--- src/rtl/nhhl_pkg.sv ---
// ----------------------------------------------------------------------------
// nhhl_pkg: shared definitions for the name hash / hex literal block
// Character codes, counter limits, the hex digit decoder and the ELF hash step.
// ----------------------------------------------------------------------------
package nhhl_pkg;

    localparam int unsigned HASH_W   = 32;
    localparam int unsigned BYTE_W   = 8;
    localparam int unsigned COUNT_W  = 4;

    localparam logic [COUNT_W-1:0] COUNT_SATURATE = 4'd9;

    localparam logic [BYTE_W-1:0] CHAR_ZERO  = 8'h30; // '0'
    localparam logic [BYTE_W-1:0] CHAR_NINE  = 8'h39; // '9'
    localparam logic [BYTE_W-1:0] CHAR_LC_A  = 8'h61; // 'a'
    localparam logic [BYTE_W-1:0] CHAR_LC_F  = 8'h66; // 'f'
    localparam logic [BYTE_W-1:0] CHAR_UC_A  = 8'h41; // 'A'
    localparam logic [BYTE_W-1:0] CHAR_UC_F  = 8'h46; // 'F'

    // Hex value of a character; anything that is not a hex digit reads as zero.
    function automatic logic [3:0] hex_digit(input logic [BYTE_W-1:0] b);
        logic [BYTE_W-1:0] d;
        d = '0;
        if (b >= CHAR_ZERO && b <= CHAR_NINE) begin
            d = b - CHAR_ZERO;
        end else if (b >= CHAR_LC_A && b <= CHAR_LC_F) begin
            d = b - CHAR_LC_A + 8'd10;
        end else if (b >= CHAR_UC_A && b <= CHAR_UC_F) begin
            d = b - CHAR_UC_A + 8'd10;
        end
        return d[3:0];
    endfunction

    // One step of the ELF hash: shift in the byte, fold the top nibble into
    // bits 7:4 and clear it.
    function automatic logic [HASH_W-1:0] elf_step(input logic [HASH_W-1:0] h,
                                                   input logic [BYTE_W-1:0] b);
        logic [HASH_W-1:0] s;
        s = {h[HASH_W-5:0], 4'h0} + {{(HASH_W-BYTE_W){1'b0}}, b};
        return {4'h0, s[27:8], s[7:4] ^ s[31:28], s[3:0]};
    endfunction

endpackage

--- src/rtl/name_hash_or_hex_literal.sv ---
// ----------------------------------------------------------------------------
// name_hash_or_hex_literal: ELF name hash or eight-digit hex literal
// Hashes a name one byte per item and gives one result on the last byte.
// ----------------------------------------------------------------------------
// Throughput: one byte per cycle; the input register holds while a finished
// result waits in the output register and the next byte also ends a name.
// Reset (i_rst_n low, synchronous): clears name state, both valid flags and
// the literal base word.
module name_hash_or_hex_literal
    import nhhl_pkg::*;
#(
    parameter int unsigned LITERAL_DIGITS = 8
) (
    input  logic                 i_clk,
    input  logic                 i_rst_n,
    // configuration
    input  logic                 i_cfg_wr_en,
    input  logic [HASH_W-1:0]    i_cfg_wr_data,   // literal_base_word
    // byte stream in
    input  logic                 s_axis_tvalid,
    output logic                 s_axis_tready,
    input  logic [BYTE_W-1:0]    s_axis_tdata,    // [7:0] name_byte
    input  logic                 s_axis_tlast,    // last_byte
    // result stream out
    output logic                 m_axis_tvalid,
    input  logic                 m_axis_tready,
    output logic [HASH_W-1:0]    m_axis_tdata,    // [31:0] hash_value
    output logic                 m_axis_tuser     // [0] was_literal
);

    localparam logic [COUNT_W-1:0] LIT_CNT = COUNT_W'(LITERAL_DIGITS);

    logic [HASH_W-1:0]   r_base;

    // input register
    logic                r_in_valid;
    logic [BYTE_W-1:0]   r_in_byte;
    logic                r_in_last;

    // name state
    logic [HASH_W-1:0]   r_hash,  n_hash;
    logic [HASH_W-1:0]   r_acc,   n_acc;
    logic [COUNT_W-1:0]  r_count, n_count;
    logic                r_first0, n_first0;

    // result register
    logic                r_out_valid;
    logic [HASH_W-1:0]   r_out_hash, n_out_hash;
    logic                r_out_lit,  n_out_lit;

    logic                out_free;
    logic                adv;
    logic                in_acc;

    assign out_free      = !r_out_valid || m_axis_tready;
    // a byte that does not end a name never needs the output register
    assign adv           = r_in_valid && (!r_in_last || out_free);
    assign s_axis_tready = !r_in_valid || adv;
    assign in_acc        = s_axis_tvalid && s_axis_tready;

    always_comb begin
        n_hash   = elf_step(r_hash, r_in_byte);
        n_acc    = {r_acc[HASH_W-5:0], hex_digit(r_in_byte)};
        n_first0 = (r_count == '0) ? (r_in_byte == CHAR_ZERO) : r_first0;
        n_count  = (r_count < COUNT_SATURATE) ? r_count + 1'b1 : r_count;

        n_out_lit  = n_first0 && (n_count == LIT_CNT);
        n_out_hash = n_out_lit ? (n_acc | r_base) : n_hash;
    end

    always_ff @(posedge i_clk) begin
        if (!i_rst_n) begin
            r_base <= '0;
        end else if (i_cfg_wr_en) begin
            r_base <= i_cfg_wr_data;
        end
    end

    always_ff @(posedge i_clk) begin
        if (!i_rst_n) begin
            r_in_valid <= 1'b0;
        end else if (s_axis_tready) begin
            r_in_valid <= s_axis_tvalid;
        end
    end

    always_ff @(posedge i_clk) begin
        if (in_acc) begin
            r_in_byte <= s_axis_tdata;
            r_in_last <= s_axis_tlast;
        end
    end

    always_ff @(posedge i_clk) begin
        if (!i_rst_n) begin
            r_hash   <= '0;
            r_acc    <= '0;
            r_count  <= '0;
            r_first0 <= 1'b0;
        end else if (adv) begin
            if (r_in_last) begin
                // name done: return to the empty-name state
                r_hash   <= '0;
                r_acc    <= '0;
                r_count  <= '0;
                r_first0 <= 1'b0;
            end else begin
                r_hash   <= n_hash;
                r_acc    <= n_acc;
                r_count  <= n_count;
                r_first0 <= n_first0;
            end
        end
    end

    always_ff @(posedge i_clk) begin
        if (!i_rst_n) begin
            r_out_valid <= 1'b0;
        end else if (adv && r_in_last) begin
            r_out_valid <= 1'b1;
        end else if (m_axis_tready) begin
            r_out_valid <= 1'b0;
        end
    end

    always_ff @(posedge i_clk) begin
        if (adv && r_in_last) begin
            r_out_hash <= n_out_hash;
            r_out_lit  <= n_out_lit;
        end
    end

    assign m_axis_tvalid = r_out_valid;
    assign m_axis_tdata  = r_out_hash;
    assign m_axis_tuser  = r_out_lit;

    // ------------------------------------------------------------------------
    // Assertions
    // ------------------------------------------------------------------------
    a_count_range: assert property (@(posedge i_clk) disable iff (!i_rst_n)
        r_count <= COUNT_SATURATE)
        else $error("char count beyond saturation");

    a_clear_after_last: assert property (@(posedge i_clk) disable iff (!i_rst_n)
        adv && r_in_last |=> r_count == '0 && r_hash == '0 && !r_first0)
        else $error("name state not cleared after last byte");

    a_stall_cause: assert property (@(posedge i_clk) disable iff (!i_rst_n)
        !s_axis_tready |-> r_in_valid && r_in_last && r_out_valid && !m_axis_tready)
        else $error("input stalled without a pending result");

    a_result_from_last: assert property (@(posedge i_clk) disable iff (!i_rst_n)
        $rose(r_out_valid) |-> $past(adv && r_in_last))
        else $error("result without a last byte");

endmodule

--- config.mk ---
export PLATFORM = sky130hd
export DESIGN_NAME = name_hash_or_hex_literal
export DESIGN_NICKNAME = d
export VERILOG_FILES = /design/src/rtl/nhhl_pkg.sv /design/src/rtl/name_hash_or_hex_literal.sv
export SDC_FILE = /design/constraint.sdc
export NUM_CORES = 1
export LEC_CHECK = 0
export BUFFER_PORTS_ARGS = -buffer_cell sky130_fd_sc_hd__buf_4
export CAP_MARGIN = 10
export CORE_MARGIN = 2
export CORE_UTILIZATION = 34
export CTS_BUF_LIST = sky130_fd_sc_hd__clkbuf_8
export DETAILED_ROUTE_END_ITERATION = 8
export HOLD_SLACK_MARGIN = 0.12
export PLACE_DENSITY = 0.57
export SLEW_MARGIN = 5
export SYNTH_ARGS = -nofsm -noshare
export SYNTH_HDL_FRONTEND = slang
export SYNTH_SLANG_ARGS = --single-unit
--- constraint.sdc ---
create_clock -name i_clk -period 7.3 [get_ports i_clk]
set_clock_uncertainty 0.05 [all_clocks]
set_input_delay 1.46 -clock i_clk [delete_from_list [all_inputs] [get_ports i_clk]]
set_output_delay 1.46 -clock i_clk [all_outputs]
set_load 0.05 [all_outputs]
# Word-level counts from Yosys, hierarchy flattened
# Cells that the tools add are included.
# word_totals
ff_bits	137
word_cells	57
# classes
n_addsub	7
n_lt_le_gt_ge	7
eq_ne	2
muxes	12
bitwise	2
reduce_logical	15
# ops
operator	n
$mux W28	3
$add A32 B8 Y32	1
$or A32 B32 Y32	1
$mux W4	5
$ge A8 B7 Y1 const B	2
$le A8 B7 Y1 const B	2
$sub A4 B1 Y4 const B	3
$add A4 B4 Y4 const B	2
$eq A8 B6 Y1 const B	1
$ge A8 B6 Y1 const B	1
$le A8 B6 Y1 const B	1
$logic_and A1 B1 Y1	7
$add A4 B1 Y4 const B	1
$eq A4 B4 Y1 const B	1
$logic_not A4 Y1	1
$lt A4 B4 Y1 const B	1
$mux W1	4
$xor A4 B4 Y4	1
$logic_not A1 Y1	3
$logic_or A1 B1 Y1	3
$reduce_bool A2 Y1	1

# Depth between registers and ports, before layout
# Gate-level depths: netlist of run 1.
# logic_depth
depth_word	7
ltp_mapped	9
depth_no_buf	8

# Worst setup path after synthesis of run 1
# No wires, ideal clock.
# synth_path
path_type	input to register
start	input m_axis_tready
end	register r_out_hash[0], in the netlist m_axis_tdata[0] (enable)
setup_ps	424
t_arrival_ps	3265
required_time_ps	6826
setup_slack_ps	3561
stages	4
n_path_buf	1
cell_sequence	nand2b_1 > o21ai_2 > buf_2 > nor2_1
# synth_between
elab_chain_cells	4
# synth_rtl
item	line	text
start, declared	name_hash_or_hex_literal.sv:26	input logic m_axis_tready,
$logic_or A1 B1 Y1	name_hash_or_hex_literal.sv:55	assign out_free = !r_out_valid || m_axis_tready;
$logic_or A1 B1 Y1	name_hash_or_hex_literal.sv:57	assign adv = r_in_valid && (!r_in_last || out_free);
$logic_and A1 B1 Y1	name_hash_or_hex_literal.sv:57	
$logic_and A1 B1 Y1	name_hash_or_hex_literal.sv:127	if (adv && r_in_last) begin
end signal, assigned	name_hash_or_hex_literal.sv:128	r_out_hash <= n_out_hash;
end, declared	name_hash_or_hex_literal.sv:48	logic [HASH_W-1:0] r_out_hash, n_out_hash;
# Every way passes these cells.
# A chain may end at the register's enable or synchronous reset.

# Worst setup path in the final report of run 1
# layout_path
start	input m_axis_tready
end	output s_axis_tready
# layout_between
elab_chain_cells	4
# layout_rtl
item	line	text
$logic_or A1 B1 Y1	name_hash_or_hex_literal.sv:55	
$logic_or A1 B1 Y1	name_hash_or_hex_literal.sv:57	
$logic_and A1 B1 Y1	name_hash_or_hex_literal.sv:57	
$logic_or A1 B1 Y1	name_hash_or_hex_literal.sv:58	assign s_axis_tready = !r_in_valid || adv;
end, declared	name_hash_or_hex_literal.sv:21	output logic s_axis_tready,
# Every way passes these cells.

==> results.ini, run 1 <==
[outcome]
status = completed

[route]
drt-initial-drc-count = 356
first_pass_iters = 4
via_per_inst = 5.01
antenna_left = 0
drt-total-wl_um = 15200
vias = 4625
drc = 0
drt-wirelength-per-cell_um = 16.5

[synth]
netlist_instances = 613
ys_ff_latch = 137
synth-edff-count = 42
yosysWarnings = 0
avgSynthCellArea_um2 = 10.3
synth_xor_xnor_area_share = 0.0373
synth_mux_area_frac = 0.0956
yosysTopAreaCell = dfxtp_1
synth_top_family_by_area = simple AND/OR/NAND/NOR gates
synthAdderAreaFrac = 0.0229
syn_area_mm2 = 0.00633
synth-compound-area-share = 0.106
ys_seq_area_frac = 0.499
synth_top_flop_cell = dfxtp_1
synth-simple-area-share = 0.203
yosysUniqueCellTypes = 55
syn-num-nets = 670
synth_top_area_frac = 0.300
ys_top_cells_by_area = dfxtp_1 (30%), edfxtp_1 (20%), mux2i_1 (9.3%)
async_flop_share = 0

[critical_path]
worstSetupPathType = in2out
path_cells = buf_4 -> nor2b_1 -> nand3_1 -> buf_4
critPathTopFamily = buffers and inverters
critPathSlowestCell = buf_4
cp-end-kind = output port
worst-path-buf-inv = 2
cpMostUsedCell = buf_4
crit_start = m_axis_tready
cp.arrival_ps = 2100
required_ps = 5790
r2r-start = r_in_byte[4]$_DFFE_PP_
slowest_delay_ps = 220
crit_fanout = 3
crit_path_start_kind = primary input

[power_and_ir_drop]
power.leakage_nw = 2.66
vdd_ir_drop_max_uv = 132
power_density_mw_per_mm2 = 217
finalPower_mw = 1.63

[die]
initial_utilization = 0.349
die_w_um = 141
fp-row-count = 49
io_pins = 81
die_h_um = 141
core_area_mm2 = 0.0181
dieArea_mm2 = 0.0197

[final_layout]
fillers = 1771
drive_gt1_frac = 0.200
diodes = 0
nNetsFinal = 738
syn2layout_area_growth_pct = 18.4

[clock_tree]
clock_latency_ps = 460
clock_sinks = 137
cts-resized-gates = 0
clk_pin_slew_ps = 80
root_buffer = clkbuf_8
cts_tree = built
ctsHoldBuffers = 0
numCtsBuffers = 17
cts_htree_levels = 4
cts_setup_buffers = 0
clockBufferDepth = 2

[grt]
grt_max_degree = 78
grt_usage = 0.160
use_met1 = 0.204
grt_util_met3 = 0.0352
overflow = 0
grt_antenna_before_repair = 0
busiest_layer = met2
grt_pass1_wl_um = 24500
globalRouteMet2Util = 0.262
first_global_vias = 4688

[sta]
setup_tns_ps = 0
period_minus_slack_ps = 3610
hold_viol_final = 0
finalSetupViolations = 0
max_freq_mhz = 277
post-route-period-util = 0.494
worstMarginPinSlew_ps = 1030
slew_headroom = 0.312
final_max_slew_viol_count = 0
rsz0062_at_grt = false

[place]
gp_congestion = 0.787
hpwl_um = 10300
port_buffers = 80

[min_path]
hold_path_class = reg2reg
min_from = r_acc[26]$_SDFFE_PN0P_

[flow_run]
drv_cap = 0

-- per-layer routing --
layer	up-vias	wire [µm]
met5	-	0
met4	0	259
met3	22	690
met2	121	7250
met1	2194	7020
li1	2288	-
-- flip-flops by register name, summed over array words and instances, names as in the netlist, 4 cells and up --
signal / flops
r_hash: 28
r_base: 32
r_count: 4
r_acc: 28
m_axis_tdata: 32
r_in_byte: 8
-- power breakdown --
group	internal, mW	switching, mW	total (mW)	leakage (nW)
logic	0.0580	0.0822	0.140	1.27
clock network	0.379	0.292	0.671	0.227
registers	0.805	0.0151	0.821	1.16
total	1.24	0.389	1.63	2.66
-- Yosys cell counts (all sizes together), types with 16 or more instances --
library cell and count:
a21boi 36, buf 16, clkbuf 18, dfxtp 95, edfxtp 42, mux2i 59, nand2 69, nand3 36
nor2 44, nor2b 39, o21ai 28, xnor2 23
-- cells in the final DEF, fill, tap and decap left out, types with 4 or more instances in the layout --
cell,count
dfxtp_1,95
buf_4,83
nand2_1,68
mux2i_1,59
nor2_1,43
edfxtp_1,42
nor2b_1,39
nand3_1,33
a21boi_0,32
xnor2_1,23
clkbuf_8,22
o21ai_1,19
nor3_1,12
inv_1,11
ha_1,10
o21ai_0,8
a21oi_1,7
nor4_2,6
nand2b_1,4
xor2_1,4
a21o_1,4
and4_1,4
nor4b_2,4
nor3b_1,4
o21a_1,4
a21boi_1,4
clkinv_2,4
-- logic make-up after synthesis --
family	after synthesis
DFF	137
and+or+nand+nor	235
xor gates and xnor gates	27
buffers and inverters	44
muxes	60
AOI/OAI and AO/OA	99
adders and majority gates	11
-- layout make-up --
class	instances	area, µm²	share of cell area
multi-input combinational	432	2960	0.394
clock inverter	10	125	0.0167
timing repair buffer	83	623	0.0831
inverter	10	45.0	0.00600
tap	229	287	0.0382
sequential	137	3160	0.422
clock buffer	22	303	0.0404
-- worst min-delay path: cells and delay by family, from the launching register on --
kind,cells,cell delay [ps]
AOI/OAI and AO/OA,1,60
DFF,1,320
and+or+nand+nor,1,50
-- through the flow --
| stage | hold WS [ps] | instance area [µm²] | worst slack [ps] | instances | util |
|---|---|---|---|---|---|
| 3_3_place_gp | 410 | 7070 | 3730 | 891 | 0.390 |
| 3_5_place_dp | 416 | 7070 | 3690 | 891 | 0.390 |
| 2_1_floorplan | 391 | 6330 | 3560 | 613 | - |
| 4_1_cts | 428 | 7500 | 3680 | 923 | 0.413 |
| 5_1_grt | 439 | 7500 | 3610 | 923 | 0.413 |
| 6_report | 426 | 7500 | 3690 | 923 | 0.413 |
-- final timing paths --
check | end | slack, ps | depth (start not counted)
min reg2reg | r_acc[26]$_SDFFE_PN0P_ | 430 | 2
max | s_axis_tready | 3690 | 4
min | r_acc[26]$_SDFFE_PN0P_ | 430 | 2
max reg2reg | m_axis_tdata[20]$_DFFE_PP_ | 4340 | 7
(Power assumes the default switching activity.)
==> inputs of run 2 (changes only) <==
--- a/config.mk
+++ b/config.mk
@@ -5,6 +5,7 @@
 export SDC_FILE = /design/constraint.sdc
 export NUM_CORES = 1
 export LEC_CHECK = 0
+export ABC_AREA = 1
 export BUFFER_PORTS_ARGS = -buffer_cell sky130_fd_sc_hd__buf_4
 export CAP_MARGIN = 10
 export CORE_MARGIN = 2
==> constraint.sdc (replaced) <==
create_clock -name i_clk -period 3.55 [get_ports i_clk]
set_clock_uncertainty 0.05 [all_clocks]
set_input_delay 0.71 -clock i_clk [delete_from_list [all_inputs] [get_ports i_clk]]
set_output_delay 0.71 -clock i_clk [all_outputs]
set_load 0.05 [all_outputs]
==> results.ini, run 2 <==
[critical_path]
r2r_cells = 11
cp-end-kind = register
cp.arrival_ps = 2640
worstSetupPathType = reg2reg
path_depth = 11
crit_path_start_kind = register
path_cells = inv_1 -> ha_1 -> nand2_2 -> nand2_4 -> xor2_2 -> nand2_1 -> nor2_2 -> nand2_2 -> inv_2 -> o21ai_0 -> o21ai_0
slowest_delay_ps = 420
critPathSlowestCell = inv_2
crit_fanout = 23
worst-path-buf-inv = 2
required_ps = 3800
critPathTopFamily = simple AND/OR/NAND/NOR gates

[final_layout]
drive_gt1_frac = 0.167
layout_commonest_cell = nand2_1
nNetsFinal = 914
fillers = 1864
mostFrequentLayoutCells = nand2_1 (222), nor2_1 (104), dfxtp_1 (95)
final_cell_count_no_fill = 1099
syn2layout_area_growth_pct = 18.6
diodes = 0

[clock_tree]
cts-resized-gates = 0
clock_latency_ps = 460
clockBufferDepth = 2
cts_setup_buffers = 0
clk_pin_slew_ps = 80
numCtsBuffers = 17
cts_htree_levels = 4
root_buffer = clkbuf_8
ctsHoldBuffers = 0
cts_tree = built
clock_sinks = 137

[route]
first_pass_iters = 6
drt-initial-drc-count = 324
drc = 0
antenna_left = 0
vias = 5308
drt-total-wl_um = 16400
drt-wirelength-per-cell_um = 14.9
via_per_inst = 4.83

[min_path]
hold_path_class = in2reg
hold_path_depth = 1

[grt]
grt_pass1_wl_um = 26200
grt_max_degree = 60
grt_antenna_before_repair = 0
first_global_vias = 4973
overflow = 0
grt_usage = 0.171

[synth]
synth-edff-count = 42
synth_most_common_cell = nand2_1
ys_ff_latch = 137
syn-num-nets = 841
netlist_instances = 784
syn_area_mm2 = 0.00621
yosys-top-cells-count = nand2_1 (223), nor2_1 (104), dfxtp_1 (95), o21ai_0 (65), a21oi_1 (64)
yosysWarnings = 0
yosysUniqueCellTypes = 34
avgSynthCellArea_um2 = 7.93
ys_seq_area_frac = 0.509
ys_top_cells_by_area = dfxtp_1 (31%), edfxtp_1 (20%), nand2_1 (13%)
synth_top_flop_cell = dfxtp_1
synth_top_area_frac = 0.306
yosysTopAreaCell = dfxtp_1
async_flop_share = 0

[place]
port_buffers = 80
dp_cells = 1067
hpwl_um = 11500
dp_slack_ps = 1160
gp_congestion = 0.863

[sta]
holdWs_ps = 372
post-route-period-util = 0.672
rsz0062_at_grt = false
hold_viol_final = 0
worst_slack_ps = 1160
worstMarginPinSlew_ps = 993
finalSetupViolations = 0
period_minus_slack_ps = 2390
slew_headroom = 0.337
final_max_slew_viol_count = 0
max_freq_mhz = 419
setup_tns_ps = 0

[die]
initial_utilization = 0.346
die_w_um = 139
die_h_um = 139
dieArea_mm2 = 0.0194
io_pins = 81
core_area_mm2 = 0.0180
fp-row-count = 49

[power_and_ir_drop]
power.leakage_nw = 2.92
vdd_ir_drop_max_uv = 227
power_density_mw_per_mm2 = 432

[outcome]
status = completed

[flow_run]
drv_cap = 0

[run 2: cell count changes after synthesis, moves of 19 or more]
cell      before  now
inv_1          9   48
nand2_1       68  223
nor2b_1       39    0
nor2_1        44  104
o21ai_0        8   65
mux2i_1       59    0
a21boi_0      32    0
xnor2_1       23    4
a21oi_1        7   64
[run 2: final timing paths]
path	start	to	slack [ps]
setup / recovery	r_count[0]$_SDFFE_PN0P_	m_axis_tdata[2]$_DFFE_PP_	1160
hold / removal	s_axis_tdata[6]	r_in_byte[6]$_DFFE_PP_	370
setup reg to reg	r_count[0]$_SDFFE_PN0P_	m_axis_tdata[2]$_DFFE_PP_	1160
hold reg to reg	r_first0$_SDFFE_PN0P_	r_first0$_SDFFE_PN0P_	420
[run 2: where the power goes]
part | internal, mW | switching, mW
Combinational | 0.0931 | 0.172
Clock | 0.565 | 0.661
Sequential | 1.66 | 0.0305
Total | 2.32 | 0.864
[run 2: final cells by class]
class | count | area [µm²] | share of cell area
multi-input combinational | 563 | 2700 | 0.367
clock inverter | 15 | 141 | 0.0192
sequential | 137 | 3160 | 0.429
clock buffer | 17 | 234 | 0.0317
tap | 229 | 287 | 0.0389
inverter | 51 | 191 | 0.0260
timing repair buffer | 87 | 653 | 0.0886
[run 2: kinds of logic (layout without fill, tap and decap cells)]
logic type / count (synthesis) / in the layout / share of synthesized area
and+or+nand+nor: 393 / 393 / 0.266
AOI/OAI and AO/OA: 139 / 139 / 0.115
DFF: 137 / 137 / 0.509
buffers and inverters: 84 / 170 / 0.0572
xor gates and xnor gates: 20 / 20 / 0.0294
adders and majority gates: 11 / 11 / 0.0234
[run 2: routing by layer]
layer | GRT usage | wire, µm
met5 | 0 | 0
met3 | 0.0407 | 760
met4 | 0.0590 | 312
met2 | 0.271 | 7490
met1 | 0.230 | 7810
[run 2: worst register-to-register path: cells and delay by family (launching register included)]
| family | cells | cell delay (ps) |
|---|---|---|
| xor+xnor | 1 | 150 |
| fa+ha+maj | 1 | 220 |
| simple gates | 5 | 620 |
| compound gates | 2 | 270 |
| buf+inv | 2 | 550 |
| flops | 1 | 360 |
[run 2: through the flow]
step           area (µm²)  utilization  power, mW
2_1_floorplan        6210            -       1.88
3_3_place_gp         7000        0.389       1.99
3_5_place_dp         7000        0.389       1.99
4_1_cts              7370        0.410       3.21
5_1_grt              7370        0.410       3.31
6_report             7370        0.410       3.18
==> inputs of run 3 (changes only) <==
--- a/config.mk
+++ b/config.mk
@@ -5,7 +5,7 @@
 export SDC_FILE = /design/constraint.sdc
 export NUM_CORES = 1
 export LEC_CHECK = 0
-export ABC_AREA = 1
+export ABC_AREA = 0
 export BUFFER_PORTS_ARGS = -buffer_cell sky130_fd_sc_hd__buf_4
 export CAP_MARGIN = 10
 export CORE_MARGIN = 2
==> constraint.sdc (replaced) <==
create_clock -name i_clk -period 2.4 [get_ports i_clk]
set_clock_uncertainty 0.05 [all_clocks]
set_input_delay 0.48 -clock i_clk [delete_from_list [all_inputs] [get_ports i_clk]]
set_output_delay 0.48 -clock i_clk [all_outputs]
set_load 0.05 [all_outputs]
==> results.ini, run 3 (same netlist as run 1, synthesis figures left out) <==
[critical_path]
worstSetupPathType = reg2reg
worst-path-buf-inv = 1
crit_fanout = 14
cp-end-kind = register
critPathSlowestCell = edfxtp_1
r2r-start = r_in_byte[4]$_DFFE_PP_
slowest_delay_ps = 430
r2r_cells = 8
crit_path_start_kind = register
r2r_slack_ps = 170
cp.arrival_ps = 2360
r2r_end = m_axis_tdata[16]$_DFFE_PP_
required_ps = 2530
critPathTopFamily = adder cells
path_cells = ha_2 -> fa_2 -> a21o_1 -> a21oi_2 -> buf_12 -> nor4b_2 -> xnor2_1 -> mux2i_1

[sta]
hold_viol_final = 0
setup_tns_ps = 0
worstMarginPinSlew_ps = 1120
final_max_slew_viol_count = 0
post-route-period-util = 0.930
rsz0062_at_grt = false
max_freq_mhz = 448
finalSetupViolations = 0
period_minus_slack_ps = 2230
slew_headroom = 0.250

[min_path]
hold_path_class = in2reg
hold_path_depth = 1
worstHoldEndpoint = r_in_byte[1]$_DFFE_PP_
min_from = s_axis_tdata[1]

[power_and_ir_drop]
power_density_mw_per_mm2 = 619
power.leakage_nw = 2.69
vdd_ir_drop_max_uv = 361

[final_layout]
layout_commonest_cell = dfxtp_1
final_core_util = 0.416
final_cell_count_no_fill = 933
mostFrequentLayoutCells = dfxtp_1 (95), buf_4 (91), nand2_1 (68)
syn2layout_area_growth_pct = 19.1
nNetsFinal = 748
diodes = 0
drive_gt1_frac = 0.213

[route]
via_per_inst = 5.01
vias = 4673
drt-total-wl_um = 15800
drt-wirelength-per-cell_um = 16.9
antenna_left = 0
first_pass_iters = 4
drc = 0
drt-initial-drc-count = 330

[place]
dp_cells = 901
port_buffers = 80
gp_congestion = 0.832
hpwl_um = 11000

[flow_run]
drv_cap = 0

[clock_tree]
clk_pin_slew_ps = 80
ctsHoldBuffers = 0
clock_sinks = 137
clock_latency_ps = 440
root_buffer = clkbuf_8
cts_tree = built
cts-resized-gates = 0
cts_htree_levels = 4
clockBufferDepth = 2
cts_setup_buffers = 0
numCtsBuffers = 17

[die]
die_w_um = 141
fp-row-count = 49
dieArea_mm2 = 0.0197
die_h_um = 141
initial_utilization = 0.349
io_pins = 81
core_area_mm2 = 0.0181

[grt]
overflow = 0
grt_usage = 0.165
grt_pass1_wl_um = 25400
first_global_vias = 4761
grt_antenna_before_repair = 0
grt_max_degree = 40

[outcome]
status = completed

## run 3: cell count changes in the layout (fill, tap and decap cells not counted), sizes merged, moves of 12 or more
cell and delta:
inv -45, xnor2 +19, a21boi +36, mux2i +59
nand2 -159, xor2 -12, o21ai -41, nor2 -65
a21oi -56, nor2b +39
## run 3: report_power, final
group          internal, mW  switching, mW
clock                 0.877          0.853
combinational         0.188          0.260
sequential             2.45         0.0446
total                  3.52           1.16
## run 3: final cells by class
class | instances | area, µm²
Multi-Input combinational cell | 432 | 2960
Tap cell | 229 | 287
Sequential cell | 137 | 3160
Inverter | 10 | 50.0
Fill cell | 1759 | 10600
Timing Repair Buffer | 93 | 723
Clock buffer | 20 | 275
Clock inverter | 12 | 85.1
## run 3: how the worst max path moves through the flow
stage,start,endpoint,depth (start not counted)
2_1_floorplan,r_in_byte[4]$_DFFE_PP_,m_axis_tdata[18]$_DFFE_PP_,8
6_report,r_in_byte[4]$_DFFE_PP_,m_axis_tdata[16]$_DFFE_PP_,8
3_3_place_gp,r_in_byte[4]$_DFFE_PP_,m_axis_tdata[22]$_DFFE_PP_,8
3_5_place_dp,r_in_byte[4]$_DFFE_PP_,m_axis_tdata[16]$_DFFE_PP_,8
4_1_cts,r_in_byte[4]$_DFFE_PP_,m_axis_tdata[26]$_DFFE_PP_,8
5_1_grt,r_in_byte[4]$_DFFE_PP_,m_axis_tdata[20]$_DFFE_PP_,8
## run 3: routing by layer
metal | track usage | vias to the layer above | share of wire
li1 | - | 2319 | -
met1 | 0.213 | 2210 | 0.46
met2 | 0.271 | 123 | 0.48
met3 | 0.0472 | 21 | 0.047
met4 | 0.0474 | 0 | 0.017
met5 | 0 | - | 0
## run 3: per-stage QoR
stage | total power, mW | worst slack (ps) | instance area (µm²) | hold WS [ps]
4_1_cts | 4.73 | 88.4 | 7530 | 123
5_1_grt | 4.89 | 22.4 | 7540 | 124
6_report | 4.67 | 168 | 7540 | 159
3_5_place_dp | 3.00 | 96.9 | 7170 | 411
2_1_floorplan | 2.82 | 74.8 | 6340 | 391
3_3_place_gp | 2.99 | 165 | 7170 | 411
